### src/hw/rtl/abn_pkg.sv
// Shared constants, types and state encodings of the adaptive breath normalizer.
package abn_pkg;

  // Fixed-point formats.
  localparam int SAMPLE_FRAC_BITS = 12;
  localparam int STATE_FRAC_BITS  = 28;
  localparam int UP_SHIFT         = STATE_FRAC_BITS - SAMPLE_FRAC_BITS;
  localparam int SAMPLE_W         = SAMPLE_FRAC_BITS + 4;
  localparam int REG_W            = SAMPLE_W - 1;
  localparam int ACC_W            = STATE_FRAC_BITS + 4;
  localparam int DELTA_W          = ACC_W + 1;
  localparam int LEVEL_FRAC_BITS  = 22;
  localparam int LEVEL_W          = LEVEL_FRAC_BITS + 2;
  localparam int OUT_LEVEL_W      = 16;
  localparam int OUT_LEVEL_SHIFT  = LEVEL_FRAC_BITS - (OUT_LEVEL_W - 2);

  // Level limits of plus and minus one.
  localparam logic signed [LEVEL_W-1:0] LEVEL_POS = $signed({2'b01, {LEVEL_FRAC_BITS{1'b0}}});
  localparam logic signed [LEVEL_W-1:0] LEVEL_NEG = $signed({2'b11, {LEVEL_FRAC_BITS{1'b0}}});

  // Gain multiplier: Q0.16 gains, consumed one 4-bit digit per cycle.
  localparam int GAIN_W     = 16;
  localparam int DIGIT_W    = 4;
  localparam int NUM_DIGITS = GAIN_W / DIGIT_W;
  localparam int MUL_CNT_W  = $clog2(NUM_DIGITS);
  localparam int PROD_W     = DELTA_W + GAIN_W;
  localparam logic [GAIN_W-1:0] GAIN_CENTER   = 16'd262;
  localparam logic [GAIN_W-1:0] GAIN_ENVELOPE = 16'd1638;
  localparam logic [GAIN_W-1:0] GAIN_LEVEL    = 16'd10486;
  localparam logic signed [PROD_W-1:0] ROUND_BIAS = $signed(PROD_W'(1) << (GAIN_W - 1));

  // Ratio divider: numerator is 10 * |deviation|, denominator 22 * envelope.
  localparam int NUM_W      = ACC_W + 4;
  localparam int DEN_W      = ACC_W + 5;
  localparam int Q_W        = LEVEL_FRAC_BITS;
  localparam int TMAG_W     = Q_W + 1;
  localparam int DIV_ITERS  = Q_W / 2;
  localparam int DIV_CNT_W  = $clog2(DIV_ITERS);
  localparam logic [TMAG_W-1:0] TMAG_ONE = {1'b1, {Q_W{1'b0}}};

  // Configuration registers.
  localparam int CFG_IDX_W = 1;
  localparam logic [CFG_IDX_W-1:0] CFG_AMP_FLOOR = 1'b0;
  localparam logic [CFG_IDX_W-1:0] CFG_INIT_AMP  = 1'b1;
  localparam logic [REG_W-1:0] AMP_FLOOR_RESET   = 15'd82;
  localparam logic [REG_W-1:0] INIT_AMP_RESET    = 15'd328;

  // Main sequencer states.
  typedef enum logic [2:0] {
    ST_IDLE,
    ST_DELTA,
    ST_MUL_C,
    ST_MUL_E,
    ST_DIV_GO,
    ST_DIV,
    ST_MUL_L,
    ST_DONE
  } abn_state_t;

  // Divider states.
  typedef enum logic [1:0] {
    DV_IDLE,
    DV_CHECK,
    DV_RUN
  } abn_div_state_t;

  // Gain multiplier request and response.
  typedef struct packed {
    logic                      start;
    logic [GAIN_W-1:0]         gain;
    logic signed [DELTA_W-1:0] x;
  } abn_mul_req_t;

  typedef struct packed {
    logic                      done;
    logic signed [DELTA_W-1:0] res;
  } abn_mul_rsp_t;

  // Divider request and response.
  typedef struct packed {
    logic             start;
    logic [ACC_W-1:0] mag;
    logic [ACC_W-1:0] env;
  } abn_div_req_t;

  typedef struct packed {
    logic              done;
    logic [TMAG_W-1:0] tmag;
  } abn_div_rsp_t;

endpackage

### src/hw/rtl/abn_gain_mul.sv
// Digit-serial constant-gain multiplier with round-to-nearest and a 16-bit right shift.
module abn_gain_mul (
  input  logic                 clk,
  input  logic                 rst_n,
  input  abn_pkg::abn_mul_req_t req,
  output abn_pkg::abn_mul_rsp_t rsp
);

  logic                                busy_r, busy_nxt;
  logic                                done_r, done_nxt;
  logic [abn_pkg::MUL_CNT_W-1:0]       cnt_r, cnt_nxt;
  logic [abn_pkg::GAIN_W-1:0]          gain_r, gain_nxt;
  logic signed [abn_pkg::DELTA_W-1:0]  x_r, x_nxt;
  logic signed [abn_pkg::PROD_W-1:0]   acc_r, acc_nxt;
  logic [abn_pkg::DIGIT_W-1:0]         digit;
  logic signed [abn_pkg::PROD_W-1:0]   x_ext;
  logic signed [abn_pkg::PROD_W-1:0]   part;
  logic                                last;

  // One gain digit per cycle, most significant first: acc = acc * 16 + x * digit.
  always_comb begin
    digit = gain_r[abn_pkg::GAIN_W-1 -: abn_pkg::DIGIT_W];
    x_ext = $signed({{(abn_pkg::PROD_W - abn_pkg::DELTA_W){x_r[abn_pkg::DELTA_W-1]}}, x_r});
    part  = '0;
    for (int i = 0; i < abn_pkg::DIGIT_W; i++) begin
      if (digit[i]) begin
        part = part + (x_ext <<< i);
      end
    end
    last = (cnt_r == abn_pkg::MUL_CNT_W'(abn_pkg::NUM_DIGITS - 1));

    busy_nxt = busy_r;
    done_nxt = 1'b0;
    cnt_nxt  = cnt_r;
    gain_nxt = gain_r;
    x_nxt    = x_r;
    acc_nxt  = acc_r;
    if (req.start) begin
      busy_nxt = 1'b1;
      cnt_nxt  = '0;
      gain_nxt = req.gain;
      x_nxt    = req.x;
      acc_nxt  = '0;
    end else if (busy_r) begin
      // The rounding half is added with the final digit.
      acc_nxt  = (acc_r <<< abn_pkg::DIGIT_W) + part + (last ? abn_pkg::ROUND_BIAS : '0);
      gain_nxt = gain_r << abn_pkg::DIGIT_W;
      cnt_nxt  = cnt_r + 1'b1;
      if (last) begin
        busy_nxt = 1'b0;
        done_nxt = 1'b1;
      end
    end
  end

  // Control state.
  always_ff @(posedge clk) begin
    if (!rst_n) begin
      busy_r <= 1'b0;
      done_r <= 1'b0;
      cnt_r  <= '0;
    end else begin
      busy_r <= busy_nxt;
      done_r <= done_nxt;
      cnt_r  <= cnt_nxt;
    end
  end

  // Operand shift register and accumulator.
  always_ff @(posedge clk) begin
    gain_r <= gain_nxt;
    x_r    <= x_nxt;
    acc_r  <= acc_nxt;
  end

  // The product shifted right by 16 and rounded to nearest; its magnitude never exceeds that of x.
  assign rsp.done = done_r;
  assign rsp.res  = acc_r[abn_pkg::PROD_W-1 -: abn_pkg::DELTA_W];

endmodule

### src/hw/rtl/abn_ratio_div.sv
// Radix-4 restoring divider that forms |deviation| / (2.2 * envelope) clamped to one, Q1.22.
module abn_ratio_div (
  input  logic                 clk,
  input  logic                 rst_n,
  input  abn_pkg::abn_div_req_t req,
  output abn_pkg::abn_div_rsp_t rsp
);

  abn_pkg::abn_div_state_t         state_r, state_nxt;
  logic [abn_pkg::DEN_W-1:0]       rem_r, rem_nxt;
  logic [abn_pkg::DEN_W-1:0]       den_r, den_nxt;
  logic [abn_pkg::Q_W-1:0]         q_r, q_nxt;
  logic [abn_pkg::TMAG_W-1:0]      tmag_r, tmag_nxt;
  logic [abn_pkg::DIV_CNT_W-1:0]   cnt_r, cnt_nxt;
  logic                            done_r, done_nxt;
  logic [abn_pkg::DEN_W:0]         t1, t2;
  logic [abn_pkg::DEN_W-1:0]       r1, r2;
  logic                            ge1, ge2;

  always_comb begin
    // Two restoring steps per cycle.
    t1  = {rem_r, 1'b0};
    ge1 = (t1 >= {1'b0, den_r});
    r1  = ge1 ? abn_pkg::DEN_W'(t1 - {1'b0, den_r}) : t1[abn_pkg::DEN_W-1:0];
    t2  = {r1, 1'b0};
    ge2 = (t2 >= {1'b0, den_r});
    r2  = ge2 ? abn_pkg::DEN_W'(t2 - {1'b0, den_r}) : t2[abn_pkg::DEN_W-1:0];

    state_nxt = state_r;
    rem_nxt   = rem_r;
    den_nxt   = den_r;
    q_nxt     = q_r;
    tmag_nxt  = tmag_r;
    cnt_nxt   = cnt_r;
    done_nxt  = 1'b0;

    case (state_r)
      abn_pkg::DV_IDLE: begin
        // Scale both sides by ten so that the ratio 2.2 stays exact.
        if (req.start) begin
          rem_nxt   = abn_pkg::DEN_W'({req.mag, 3'b000}) + abn_pkg::DEN_W'({req.mag, 1'b0});
          den_nxt   = abn_pkg::DEN_W'({req.env, 4'b0000}) + abn_pkg::DEN_W'({req.env, 2'b00})
                      + abn_pkg::DEN_W'({req.env, 1'b0});
          state_nxt = abn_pkg::DV_CHECK;
        end
      end
      abn_pkg::DV_CHECK: begin
        // A zero deviation gives zero; a ratio of one or more clamps to one.
        if (rem_r == '0) begin
          tmag_nxt  = '0;
          done_nxt  = 1'b1;
          state_nxt = abn_pkg::DV_IDLE;
        end else if (rem_r >= den_r) begin
          tmag_nxt  = abn_pkg::TMAG_ONE;
          done_nxt  = 1'b1;
          state_nxt = abn_pkg::DV_IDLE;
        end else begin
          q_nxt     = '0;
          cnt_nxt   = '0;
          state_nxt = abn_pkg::DV_RUN;
        end
      end
      abn_pkg::DV_RUN: begin
        rem_nxt = r2;
        q_nxt   = {q_r[abn_pkg::Q_W-3:0], ge1, ge2};
        cnt_nxt = cnt_r + 1'b1;
        if (cnt_r == abn_pkg::DIV_CNT_W'(abn_pkg::DIV_ITERS - 1)) begin
          tmag_nxt  = {1'b0, q_nxt};
          done_nxt  = 1'b1;
          state_nxt = abn_pkg::DV_IDLE;
        end
      end
      default: begin
        state_nxt = abn_pkg::DV_IDLE;
      end
    endcase
  end

  // Control state.
  always_ff @(posedge clk) begin
    if (!rst_n) begin
      state_r <= abn_pkg::DV_IDLE;
      done_r  <= 1'b0;
      cnt_r   <= '0;
    end else begin
      state_r <= state_nxt;
      done_r  <= done_nxt;
      cnt_r   <= cnt_nxt;
    end
  end

  // Remainder, divisor and quotient shift register.
  always_ff @(posedge clk) begin
    rem_r  <= rem_nxt;
    den_r  <= den_nxt;
    q_r    <= q_nxt;
    tmag_r <= tmag_nxt;
  end

  assign rsp.done = done_r;
  assign rsp.tmag = tmag_r;

  // A new division starts only when the previous one has finished.
  assert property (@(posedge clk) disable iff (!rst_n) req.start |-> state_r == abn_pkg::DV_IDLE)
    else $error("divider started while busy");

  // Completion is a single-cycle pulse.
  assert property (@(posedge clk) disable iff (!rst_n) done_r |=> !done_r)
    else $error("divider done held for more than one cycle");

  // The target magnitude never exceeds one.
  assert property (@(posedge clk) disable iff (!rst_n) done_r |-> tmag_r <= abn_pkg::TMAG_ONE)
    else $error("divider result above one");

endmodule

### src/hw/rtl/adaptive_breath_normalizer.sv
// Top level of the adaptive breath normalizer: sequencer, filter state and channels.
//
// Usage:
//   Input channel (in_valid/in_ready): one request carries a Q4.12 sample and a
//   fresh flag. A stale request (in_fresh low) leaves the filter untouched and
//   reports the current state. The first fresh request primes the filter.
//   Result channel (out_valid/out_ready): exactly one result per request, in
//   order: the Q2.14 level, the Q4.12 center, the Q3.12 envelope, and the primed flag.
//   Configuration channel (cfg_valid/cfg_ready, always ready): index 0 writes
//   the envelope floor, index 1 the priming envelope; write only while idle.
// Timing:
//   A stale request goes straight to the final state. A fresh request takes
//   longer when the ratio is neither zero nor clamped; most of its time is
//   spent in the three passes through the digit-serial gain multiplier and
//   the 11 two-bit steps of the ratio divider.
//   One request is processed at a time; the next is taken right after the
//   result is registered.
// Reset and stalls:
//   Reset clears the filter state and restores the register defaults. A
//   result held by out_ready low lets the next request finish its computation,
//   and it waits in the final state until the output register is free.
module adaptive_breath_normalizer (
  input  logic                                 clk,
  input  logic                                 rst_n,
  input  logic                                 in_valid,
  output logic                                 in_ready,
  input  logic signed [abn_pkg::SAMPLE_W-1:0]  in_sample,
  input  logic                                 in_fresh,
  output logic                                 out_valid,
  input  logic                                 out_ready,
  output logic signed [abn_pkg::OUT_LEVEL_W-1:0] out_breath_level,
  output logic signed [abn_pkg::SAMPLE_W-1:0]  out_tracked_center,
  output logic [abn_pkg::REG_W-1:0]            out_tracked_amplitude,
  output logic                                 out_primed,
  input  logic                                 cfg_valid,
  output logic                                 cfg_ready,
  input  logic [abn_pkg::CFG_IDX_W-1:0]        cfg_index,
  input  logic [abn_pkg::REG_W-1:0]            cfg_data
);

  abn_pkg::abn_state_t                   state_r, state_nxt;
  logic [abn_pkg::REG_W-1:0]             floor_r, floor_nxt;
  logic [abn_pkg::REG_W-1:0]             init_r, init_nxt;
  logic                                  primed_r, primed_nxt;
  logic signed [abn_pkg::ACC_W-1:0]      center_r, center_nxt;
  logic [abn_pkg::ACC_W-1:0]             env_r, env_nxt;
  logic signed [abn_pkg::LEVEL_W-1:0]    level_r, level_nxt;
  logic signed [abn_pkg::SAMPLE_W-1:0]   sample_r, sample_nxt;
  logic signed [abn_pkg::DELTA_W-1:0]    delta_r, delta_nxt;
  logic [abn_pkg::ACC_W-1:0]             mag_r, mag_nxt;
  logic                                  out_valid_r, out_valid_nxt;
  logic signed [abn_pkg::OUT_LEVEL_W-1:0] out_level_r, out_level_nxt;
  logic signed [abn_pkg::SAMPLE_W-1:0]   out_center_r, out_center_nxt;
  logic [abn_pkg::REG_W-1:0]             out_amp_r, out_amp_nxt;
  logic                                  out_primed_r, out_primed_nxt;

  abn_pkg::abn_mul_req_t                 mul_req;
  abn_pkg::abn_mul_rsp_t                 mul_rsp;
  abn_pkg::abn_div_req_t                 div_req;
  abn_pkg::abn_div_rsp_t                 div_rsp;

  logic                                  in_accept;
  logic                                  out_free;
  logic signed [abn_pkg::ACC_W-1:0]      sample_state;
  logic signed [abn_pkg::DELTA_W-1:0]    delta_cmb;
  logic signed [abn_pkg::DELTA_W-1:0]    env_diff;
  logic signed [abn_pkg::DELTA_W-1:0]    center_sum;
  logic signed [abn_pkg::DELTA_W:0]      env_sum;
  logic [abn_pkg::ACC_W-1:0]             env_sat;
  logic [abn_pkg::ACC_W-1:0]             floor_state;
  logic signed [abn_pkg::LEVEL_W-1:0]    target;
  logic signed [abn_pkg::LEVEL_W:0]      level_diff;
  logic signed [abn_pkg::LEVEL_W:0]      level_sum;

  abn_gain_mul u_mul (
    .clk   (clk),
    .rst_n (rst_n),
    .req   (mul_req),
    .rsp   (mul_rsp)
  );

  abn_ratio_div u_div (
    .clk   (clk),
    .rst_n (rst_n),
    .req   (div_req),
    .rsp   (div_rsp)
  );

  // Datapath terms shared by the sequencer.
  always_comb begin
    sample_state = $signed({sample_r, {abn_pkg::UP_SHIFT{1'b0}}});
    delta_cmb    = $signed({sample_state[abn_pkg::ACC_W-1], sample_state})
                   - $signed({center_r[abn_pkg::ACC_W-1], center_r});
    env_diff     = $signed({1'b0, mag_r}) - $signed({1'b0, env_r});
    center_sum   = $signed({center_r[abn_pkg::ACC_W-1], center_r}) + mul_rsp.res;
    env_sum      = $signed({2'b00, env_r})
                   + $signed({mul_rsp.res[abn_pkg::DELTA_W-1], mul_rsp.res});

    // Saturate the envelope at zero and at full scale; it is later held at or above the floor.
    if (env_sum[abn_pkg::DELTA_W]) begin
      env_sat = '0;
    end else if (env_sum[abn_pkg::DELTA_W-1]) begin
      env_sat = '1;
    end else begin
      env_sat = env_sum[abn_pkg::ACC_W-1:0];
    end
    floor_state = abn_pkg::ACC_W'({floor_r, {abn_pkg::UP_SHIFT{1'b0}}});

    // Signed target and the step toward it.
    if (delta_r[abn_pkg::DELTA_W-1]) begin
      target = -$signed({1'b0, div_rsp.tmag});
    end else begin
      target = $signed({1'b0, div_rsp.tmag});
    end
    level_diff = $signed({target[abn_pkg::LEVEL_W-1], target})
                 - $signed({level_r[abn_pkg::LEVEL_W-1], level_r});
    level_sum  = $signed({level_r[abn_pkg::LEVEL_W-1], level_r})
                 + $signed(mul_rsp.res[abn_pkg::LEVEL_W:0]);
  end

  // Sequencer: next state, handshakes and register updates.
  always_comb begin
    in_ready  = (state_r == abn_pkg::ST_IDLE);
    in_accept = in_valid && in_ready;
    out_free  = !out_valid_r || out_ready;

    state_nxt      = state_r;
    floor_nxt      = floor_r;
    init_nxt       = init_r;
    primed_nxt     = primed_r;
    center_nxt     = center_r;
    env_nxt        = env_r;
    level_nxt      = level_r;
    sample_nxt     = sample_r;
    delta_nxt      = delta_r;
    mag_nxt        = mag_r;
    out_valid_nxt  = out_valid_r && !out_ready;
    out_level_nxt  = out_level_r;
    out_center_nxt = out_center_r;
    out_amp_nxt    = out_amp_r;
    out_primed_nxt = out_primed_r;
    mul_req.start  = 1'b0;
    mul_req.gain   = abn_pkg::GAIN_CENTER;
    mul_req.x      = delta_cmb;
    div_req.start  = 1'b0;
    div_req.mag    = mag_r;
    div_req.env    = env_r;

    // Register writes must arrive only while the block is idle; the block itself does not enforce this.
    if (cfg_valid) begin
      case (cfg_index)
        abn_pkg::CFG_AMP_FLOOR: floor_nxt = cfg_data;
        abn_pkg::CFG_INIT_AMP:  init_nxt  = cfg_data;
        default: begin
        end
      endcase
    end

    case (state_r)
      abn_pkg::ST_IDLE: begin
        if (in_accept) begin
          sample_nxt = in_sample;
          if (in_fresh) begin
            // The first fresh request primes the filter.
            if (!primed_r) begin
              primed_nxt = 1'b1;
              center_nxt = $signed({in_sample, {abn_pkg::UP_SHIFT{1'b0}}});
              env_nxt    = abn_pkg::ACC_W'({init_r, {abn_pkg::UP_SHIFT{1'b0}}});
              level_nxt  = '0;
            end
            state_nxt = abn_pkg::ST_DELTA;
          end else begin
            state_nxt = abn_pkg::ST_DONE;
          end
        end
      end
      abn_pkg::ST_DELTA: begin
        // Deviation from the center; the center update starts right away.
        delta_nxt     = delta_cmb;
        mag_nxt       = delta_cmb[abn_pkg::DELTA_W-1] ?
                        abn_pkg::ACC_W'(-delta_cmb) : delta_cmb[abn_pkg::ACC_W-1:0];
        mul_req.start = 1'b1;
        state_nxt     = abn_pkg::ST_MUL_C;
      end
      abn_pkg::ST_MUL_C: begin
        mul_req.gain = abn_pkg::GAIN_ENVELOPE;
        mul_req.x    = env_diff;
        if (mul_rsp.done) begin
          center_nxt    = center_sum[abn_pkg::ACC_W-1:0];
          mul_req.start = 1'b1;
          state_nxt     = abn_pkg::ST_MUL_E;
        end
      end
      abn_pkg::ST_MUL_E: begin
        if (mul_rsp.done) begin
          env_nxt   = (env_sat < floor_state) ? floor_state : env_sat;
          state_nxt = abn_pkg::ST_DIV_GO;
        end
      end
      abn_pkg::ST_DIV_GO: begin
        div_req.start = 1'b1;
        state_nxt     = abn_pkg::ST_DIV;
      end
      abn_pkg::ST_DIV: begin
        mul_req.gain = abn_pkg::GAIN_LEVEL;
        mul_req.x    = $signed({{(abn_pkg::DELTA_W - abn_pkg::LEVEL_W - 1)
                                 {level_diff[abn_pkg::LEVEL_W]}}, level_diff});
        if (div_rsp.done) begin
          mul_req.start = 1'b1;
          state_nxt     = abn_pkg::ST_MUL_L;
        end
      end
      abn_pkg::ST_MUL_L: begin
        if (mul_rsp.done) begin
          level_nxt = level_sum[abn_pkg::LEVEL_W-1:0];
          state_nxt = abn_pkg::ST_DONE;
        end
      end
      abn_pkg::ST_DONE: begin
        // Publish the state once the output register is free.
        if (out_free) begin
          out_valid_nxt  = 1'b1;
          out_level_nxt  = level_r[abn_pkg::OUT_LEVEL_SHIFT +: abn_pkg::OUT_LEVEL_W];
          out_center_nxt = center_r[abn_pkg::UP_SHIFT +: abn_pkg::SAMPLE_W];
          out_amp_nxt    = env_r[abn_pkg::ACC_W-1] ? '1 : env_r[abn_pkg::UP_SHIFT +: abn_pkg::REG_W];
          out_primed_nxt = primed_r;
          state_nxt      = abn_pkg::ST_IDLE;
        end
      end
      default: begin
        state_nxt = abn_pkg::ST_IDLE;
      end
    endcase
  end

  // Control state, filter state and configuration registers.
  always_ff @(posedge clk) begin
    if (!rst_n) begin
      state_r     <= abn_pkg::ST_IDLE;
      floor_r     <= abn_pkg::AMP_FLOOR_RESET;
      init_r      <= abn_pkg::INIT_AMP_RESET;
      primed_r    <= 1'b0;
      center_r    <= '0;
      env_r       <= '0;
      level_r     <= '0;
      out_valid_r <= 1'b0;
    end else begin
      state_r     <= state_nxt;
      floor_r     <= floor_nxt;
      init_r      <= init_nxt;
      primed_r    <= primed_nxt;
      center_r    <= center_nxt;
      env_r       <= env_nxt;
      level_r     <= level_nxt;
      out_valid_r <= out_valid_nxt;
    end
  end

  // Working and output payload registers.
  always_ff @(posedge clk) begin
    sample_r     <= sample_nxt;
    delta_r      <= delta_nxt;
    mag_r        <= mag_nxt;
    out_level_r  <= out_level_nxt;
    out_center_r <= out_center_nxt;
    out_amp_r    <= out_amp_nxt;
    out_primed_r <= out_primed_nxt;
  end

  assign cfg_ready             = 1'b1;
  assign out_valid             = out_valid_r;
  assign out_breath_level      = out_level_r;
  assign out_tracked_center    = out_center_r;
  assign out_tracked_amplitude = out_amp_r;
  assign out_primed            = out_primed_r;

  // Only one request is in work at a time.
  assert property (@(posedge clk) disable iff (!rst_n) in_valid && in_ready |=> !in_ready)
    else $error("request accepted while another is in work");

  // Once primed, the filter stays primed until reset.
  assert property (@(posedge clk) disable iff (!rst_n)
                   $past(rst_n) && $past(primed_r) |-> primed_r)
    else $error("primed flag dropped without reset");

  // The smoothed level never leaves the range from minus one to plus one.
  assert property (@(posedge clk) disable iff (!rst_n)
                   level_r <= abn_pkg::LEVEL_POS && level_r >= abn_pkg::LEVEL_NEG)
    else $error("level out of range");

endmodule
### config.mk
export PLATFORM = sky130hd
export DESIGN_NAME = adaptive_breath_normalizer
export DESIGN_NICKNAME = d
export VERILOG_FILES = /design/src/hw/rtl/abn_pkg.sv /design/src/hw/rtl/abn_gain_mul.sv /design/src/hw/rtl/abn_ratio_div.sv /design/src/hw/rtl/adaptive_breath_normalizer.sv
export SDC_FILE = /design/constraint.sdc
export NUM_CORES = 2
export LEC_CHECK = 0
export ABC_AREA = 1
export BUFFER_PORTS_ARGS = -buffer_cell sky130_fd_sc_hd__buf_2
export CORE_ASPECT_RATIO = 1.2
export CORE_MARGIN = 3
export CORE_UTILIZATION = 43
export CTS_CLUSTER_DIAMETER = 120
export DETAILED_ROUTE_END_ITERATION = 10
export HOLD_SLACK_MARGIN = 0.15
export SLEW_MARGIN = 20
export SYNTH_ARGS = -nofsm -noshare
export SYNTH_HDL_FRONTEND = slang
export SYNTH_SLANG_ARGS = --single-unit
### constraint.sdc
create_clock -name clk -period 7.2 [get_ports clk]
set_clock_uncertainty 0.1 [all_clocks]
set_input_delay 1.44 -clock clk [delete_from_list [all_inputs] [get_ports clk]]
set_output_delay 1.44 -clock clk [all_outputs]
set_load 0.005 [all_outputs]
Word level (Yosys, flattened, before mapping)

Index checks and enable logic that the tools add are counted.

Bitwise operators: 3
Reduce and logical (&&, ||, !) cells: 30
Multiplexer cells: 69
$lt $le $gt $ge: 4
$add $sub $neg: 20
Divide/modulo/power cells: 0
Equal/unequal tests: 24
Shift operators: 0
Multiply operators: 0

Operators by type and width:

| cell                                                           | count |
|---|---|
| 32-bit 2-to-1 mux                                              | 12 |
| 49-bit 2-to-1 mux                                              | 4 |
| 32-bit case mux with 2 select lines                            | 2 |
| 24-bit 2-to-1 mux                                              | 5 |
| 37-bit 2-to-1 mux                                              | 3 |
| 49-bit adder                                                   | 2 |
| 47-bit case mux with 2 select lines                            | 1 |
| 38-bit by 37-bit greater-or-equal comparator with 1-bit output | 2 |
| 37-bit case mux with 2 select lines                            | 1 |
| 37-bit subtractor                                              | 2 |
| 23-bit 2-to-1 mux                                              | 3 |
| 32-bit by 32-bit subtractor with 33-bit output                 | 2 |
| 49-bit by 34-bit adder with 49-bit output                      | 1 |
| 49-bit by 35-bit adder with 49-bit output                      | 1 |
| 49-bit by 36-bit adder with 49-bit output                      | 1 |
| 16-bit 2-to-1 mux                                              | 3 |
| 24-bit case mux with 2 select lines                            | 1 |
| 23-bit case mux with 2 select lines                            | 1 |
| 20-bit 2-to-1 mux                                              | 2 |
| 20-bit case mux with 2 select lines                            | 1 |
| 36-bit by 34-bit adder with 37-bit output                      | 1 |
| 37-bit by 33-bit adder with 37-bit output                      | 1 |
| 37-bit greater-or-equal comparator                             | 1 |
| 37-bit zero test                                               | 1 |
| other kinds (41)                                               | 96 |

Input port bits: 38
RAM bits: 0
ROM bits: 0
Bits in latches: 0
Memories: 0
Bits in registers: 478

Longest topological paths before layout

Word-level depth: 9
Depth in mapped cells: 58
Depth with buffers taken out: 56

By module

A second synthesis with hierarchy kept.

Cells, all modules: 7946
Area total of the unflattened synthesis: 51922.3 um2

By module, submodules not included:

| module                     | cells an instance | instances | sequential area each (um2) | area an instance (um2) |
|---|---|---|---|---|
| adaptive_breath_normalizer | 2782              | 1         | 5375.2                     | 19173.4 |
| abn_gain_mul               | 2712              | 1         | 2532.4                     | 16677.2 |
| abn_ratio_div              | 2452              | 1         | 3593.4                     | 16071.7 |

Least setup slack after synthesis

No wires, ideal clock.

Path type: register -> register
Start point: register u_mul.gain_r[12] (netlist name)
End point: register u_mul.acc_r[45] (netlist name)
Setup slack: -415 ps
Library setup time: 116 ps
Buffers on the path: 3
Period minus slack after synthesis: 7615 ps
Data arrival time: 7398 ps
Stages on the path, launching flop included: 51
Cell sequence: edfxtp_1 buf_4 buf_6 clkbuf_1 nand2_1 inv_1 ha_1 nand3_1 or2_1 o21bai_1 xor2_1 a21oi_1 ha_1 nand2_1 o21ai_0 a21oi_1 o21bai_1 a21oi_1 [... 15 more ...] a21oi_1 or2_2 nand3_1 nand2_1 ha_1 ha_1 a21oi_1 inv_1 a31oi_1 o211ai_1 a21oi_1 inv_1 a21oi_1 o21bai_1 a21oi_1 o21ai_0 o211ai_1 inv_1

Longest elaborated chain between the ends: 9

RTL lines:

| element                                   | line               | RTL |
|---|---|---|
| start: declaration                        | abn_gain_mul.sv:12 | `logic [abn_pkg::GAIN_W-1:0] gain_r, gain_nxt;` |
| start signal: assignment                  | abn_gain_mul.sv:71 | `gain_r <= gain_nxt;` |
| 49-bit 2-to-1 mux (*)                     | abn_gain_mul.sv:26 | `if (digit[i]) begin` |
| 49-bit by 34-bit adder with 49-bit output | abn_gain_mul.sv:27 | `part = part + (x_ext <<< i);` |
| 49-bit 2-to-1 mux (*)                     | abn_gain_mul.sv:26 |  |
| 49-bit by 35-bit adder with 49-bit output | abn_gain_mul.sv:27 |  |
| 49-bit 2-to-1 mux (*)                     | abn_gain_mul.sv:26 |  |
| 49-bit by 36-bit adder with 49-bit output | abn_gain_mul.sv:27 |  |
| 49-bit 2-to-1 mux (*)                     | abn_gain_mul.sv:26 |  |
| 49-bit adder (*) (2 in series)            | abn_gain_mul.sv:46 | `acc_nxt = (acc_r <<< abn_pkg::DIGIT_W) + part + (last ? abn_pkg::ROUND_BIAS : '0);` |
| end signal: assignment                    | abn_gain_mul.sv:73 | `acc_r <= acc_nxt;` |
| end: declaration                          | abn_gain_mul.sv:14 | `logic signed [abn_pkg::PROD_W-1:0] acc_r, acc_nxt;` |

Mark *: on every way between the ends. The rest lies on a longest branch, timed or not.
A chain may end at the register's enable or synchronous reset.

Final worst setup path

Start point: register u_mul.gain_r[12] (netlist name)
End point: register u_mul.acc_r[44] (netlist name)

Same word-level chain as after synthesis.

==> impl_metrics.csv <==
group,metric,value,unit
status,status,"finished, violations left",
status,violations,"setup timing",
logic_synthesis,syn_area,47600,µm²
clock_tree,clk_latency,0.65,ns
place,gp_congestion,0.994,
die,start_util,43.4,%
min_path,hold_start,"primed_r",
die,die_area,115000,µm²
global_routing,grt_pass1_vias,50549,
critical_path,cp_max_fo,6,
timing,hold_violations,0,
critical_path,r2r_start,"u_mul.gain_r[12]",
final_layout,drive_above_1_share,25.6,%
min_path,hold_path_end,"out_primed",
critical_path,crit_path_top_delay_cell,"edfxtp_1",
final_layout,seq_area,11300,µm²
timing,rsz0062_at_grt,"yes",
clock_tree,path_clk_slew,0.07,ns
timing,tightest_slew,1.13,ns
routing,drt-vias-per-instance,5.56,
logic_synthesis,synth_cell_types,80,
critical_path,arrival,8.31,ns
logic_synthesis,synth_top_cell_area_share,16.1,%
logic_synthesis,syn_inst,6955,
timing,setup_viol,31,
timing,fin_crit,7.84,ns
logic_synthesis,async_reset_ff_share,0,%
global_routing,antenna_found_initial,4,
timing,min_period_over_period,109,%
global_routing,grt_pass1_wl,282000,µm
global_routing,overflow,0,
clock_tree,cts_root_buf,"clkbuf_16",
place,hpwl,151000,µm
timing,hold-worst-slack,0.348,ns
logic_synthesis,synthTopCellsByArea,"edfxtp_1 (16%), ha_1 (15%), nand2_1 (11%), a21oi_1 (8.2%), dfxtp_1 (7.7%)",
critical_path,cp-start-kind,"register",
die,io_pins,89,
final_layout,multi_input_area,36900,µm²
job,maxCapViolCount,0,
routing,wirelength,190000,µm
timing,setup_slack,-0.639,ns
routing,drtPass1Iterations,6,
timing,slew_violations,0,
critical_path,worstSetupEndpointType,"register",
place,dp_cells,9158,
logic_synthesis,ys_seq_area_share,23.8,%
logic_synthesis,avgSynthCellArea,6.84,µm²
final_layout,area_growth_syn_to_layout,32.5,%
die,core_area,110000,µm²
die,die_h,370,µm
clock_tree,cts_made_buffers,49,
clock_tree,cts-htree-levels,2,
final_layout,fillerInstances,10130,
logic_synthesis,synth_nets,7595,
logic_synthesis,yosysTopAreaCell,"edfxtp_1",
min_path,min_path_cells,0,
final_layout,nets,8586,
routing,drc,0,
place,io_buffers,87,
critical_path,cpPeakStageDelay,0.41,ns
routing,drt-initial-drc-count,4155,
routing,wl_per_cell,20.2,µm
critical_path,cp.required,7.67,ns
critical_path,rr_worst_depth,49,
timing,relSlewSlack,24.8,%
die,rows,133,
logic_synthesis,synth-seq-cells,438,
logic_synthesis,yosysWarningCount,0,
routing,vias,52283,
min_path,min_path_type,"register to register",
logic_synthesis,synth_edf_count,255,
routing,detail-route-antenna-nets,0,
critical_path,r2r-end,"u_mul.acc_r[44]",
critical_path,timing_worst_setup_path_type,"register to register",
final_layout,finalNonFillerCells,9410,
timing,fmax,0.128,GHz
clock_tree,cts_max_path_buffers,3,
global_routing,grt_max_degree,67,
die,dieWidth,310,µm
global_routing,grtUsageTotal,31.6,%
clock_tree,cts_sinks,438,
clock_tree,cts_tree,"built",
critical_path,rrSetupSlack,-0.64,ns
logic_synthesis,yosys_most_used_dff,"edfxtp_1",
## metal layers
metal	part of all wire, %	routed length (µm)	vias to the layer above	global-route usage (%)
li1	-	-	25644	-
met1	41	78600	24605	39.4
met2	47	89900	1636	54.5
met3	5.7	10800	396	3.52
met4	5.5	10400	2	14.5
met5	0.0037	7	-	0
## final cells by class
type	instances	share of cell area, %
repair buffers	1063	12.6
clock inverters	26	0.397
flip-flops and latches	438	18.0
inverters	909	5.43
clock buffers	66	2.21
diodes	6	0.0238
multi-input cells	5485	58.6
well taps	1417	2.81
## worst max path at each step
stage	from	end	slack [ns]	cells after the start
global route	u_mul.gain_r[12]	u_mul.acc_r[44]	-1.00	54
finish	u_mul.gain_r[12]	u_mul.acc_r[44]	-0.64	49
floorplan	u_mul.gain_r[12]	u_mul.acc_r[44]	-0.02	49
global placement	u_mul.gain_r[12]	u_mul.acc_r[47]	-1.41	45
CTS	u_mul.gain_r[12]	u_mul.acc_r[47]	-0.52	59
detailed placement	u_mul.gain_r[12]	u_mul.acc_r[47]	-1.30	43
## synthesized netlist by cell type, drive strengths merged, types with 8 or more instances
library cell	count
a211oi	18
nand3	321
o211ai	84
o21ai	578
fa	42
nor3	53
nand4	67
or2	70
edfxtp	255
o31ai	16
inv	902
a31oi	76
o21bai	35
nand3b	10
xnor2	120
a21boi	38
nor2	728
ha	560
a21o	47
o21a	40
a21oi	782
nand2	1459
o221ai	20
o22ai	8
clkbuf	94
buf	29
nor4	39
xor2	209
dfxtp	183
## logic make-up after synthesis
| family | synth area share (%) |
|---|---|
| adder cells (fa/ha/maj) | 16.5 |
| AND/OR/NAND/NOR | 24.3 |
| buffers and inverters | 8.23 |
| other | 0.00788 |
| AO/OA/AOI/OAI | 21.0 |
| flip-flops | 23.8 |
| XOR/XNOR | 6.09 |
| multiplexers | 0.0210 |
## what timing repair did
item | 4_1_cts | 5_1_grt
hold endpoints to repair | 0 | 0
hold buffers | 0 | 0
pin swaps | 207 | 282
buffers inserted | 90 | 66
gates resized for setup | 536 | 460
endpoints found under the setup margin | 35 | 35
## flip-flops by register name, indices dropped and copies added (netlist names), 3 cells and up
register               cells
mag_r                     31
u_div.q_r                 20
u_mul.acc_r               49
state_r                    3
out_breath_level          16
out_tracked_amplitude     15
level_r                   24
env_r                     32
u_div.tmag_r              23
sample_r                  16
floor_r                   15
out_tracked_center        16
u_div.den_r               36
center_r                  32
u_div.cnt_r                4
u_mul.gain_r              10
u_div.rem_r               36
u_mul.x_r                 33
init_r                    15
## through the flow
| step | utilization (%) | setup WS (ns) | instance area (µm²) | setup TNS, ns |
|---|---|---|---|---|
| final | 57.5 | -0.639 | 63000 | -11.99 |
| after detailed placement | 51.0 | -1.30 | 55900 | -28.40 |
| after global placement | 51.0 | -1.41 | 55900 | -27.81 |
| after CTS | 55.3 | -0.516 | 60600 | -6.86 |
| after global routing | 57.5 | -1.00 | 63000 | -23.06 |
| after floorplan | - | -0.0167 | 48000 | -0.0167 |
## worst max-delay path: cells and delay by family, from the launching register on
kind | cells | cell delay [ns]
simple gates | 15 | 1.93
xor+xnor | 3 | 0.45
fa+ha+maj | 5 | 1.42
compound gates | 12 | 1.76
flops | 1 | 0.41
buf+inv | 14 | 1.69
## layout by cell type (no fill, tap or decap), types with 26 or more instances in the layout
cell type	n
a21o_1	47
a21oi_1	636
a21oi_2	113
a21oi_4	33
a31oi_1	50
buf_2	87
buf_4	941
buf_6	31
clkbuf_16	51
dfxtp_1	182
edfxtp_1	255
fa_1	40
ha_1	438
ha_4	118
inv_1	825
inv_2	73
nand2_1	1327
nand2_2	102
nand2_4	30
nand3_1	290
nand3_2	27
nand4_1	66
nor2_1	598
nor2_2	84
nor2_4	45
nor3_1	41
nor4_1	26
o211ai_1	82
o21a_1	39
o21ai_0	410
o21ai_1	84
o21ai_2	77
o21bai_1	29
or2_2	56
xnor2_1	115
xor2_1	195
Power is not shown: default switching activity piles up to over one toggle a cycle in this logic, so the estimate is an artifact.
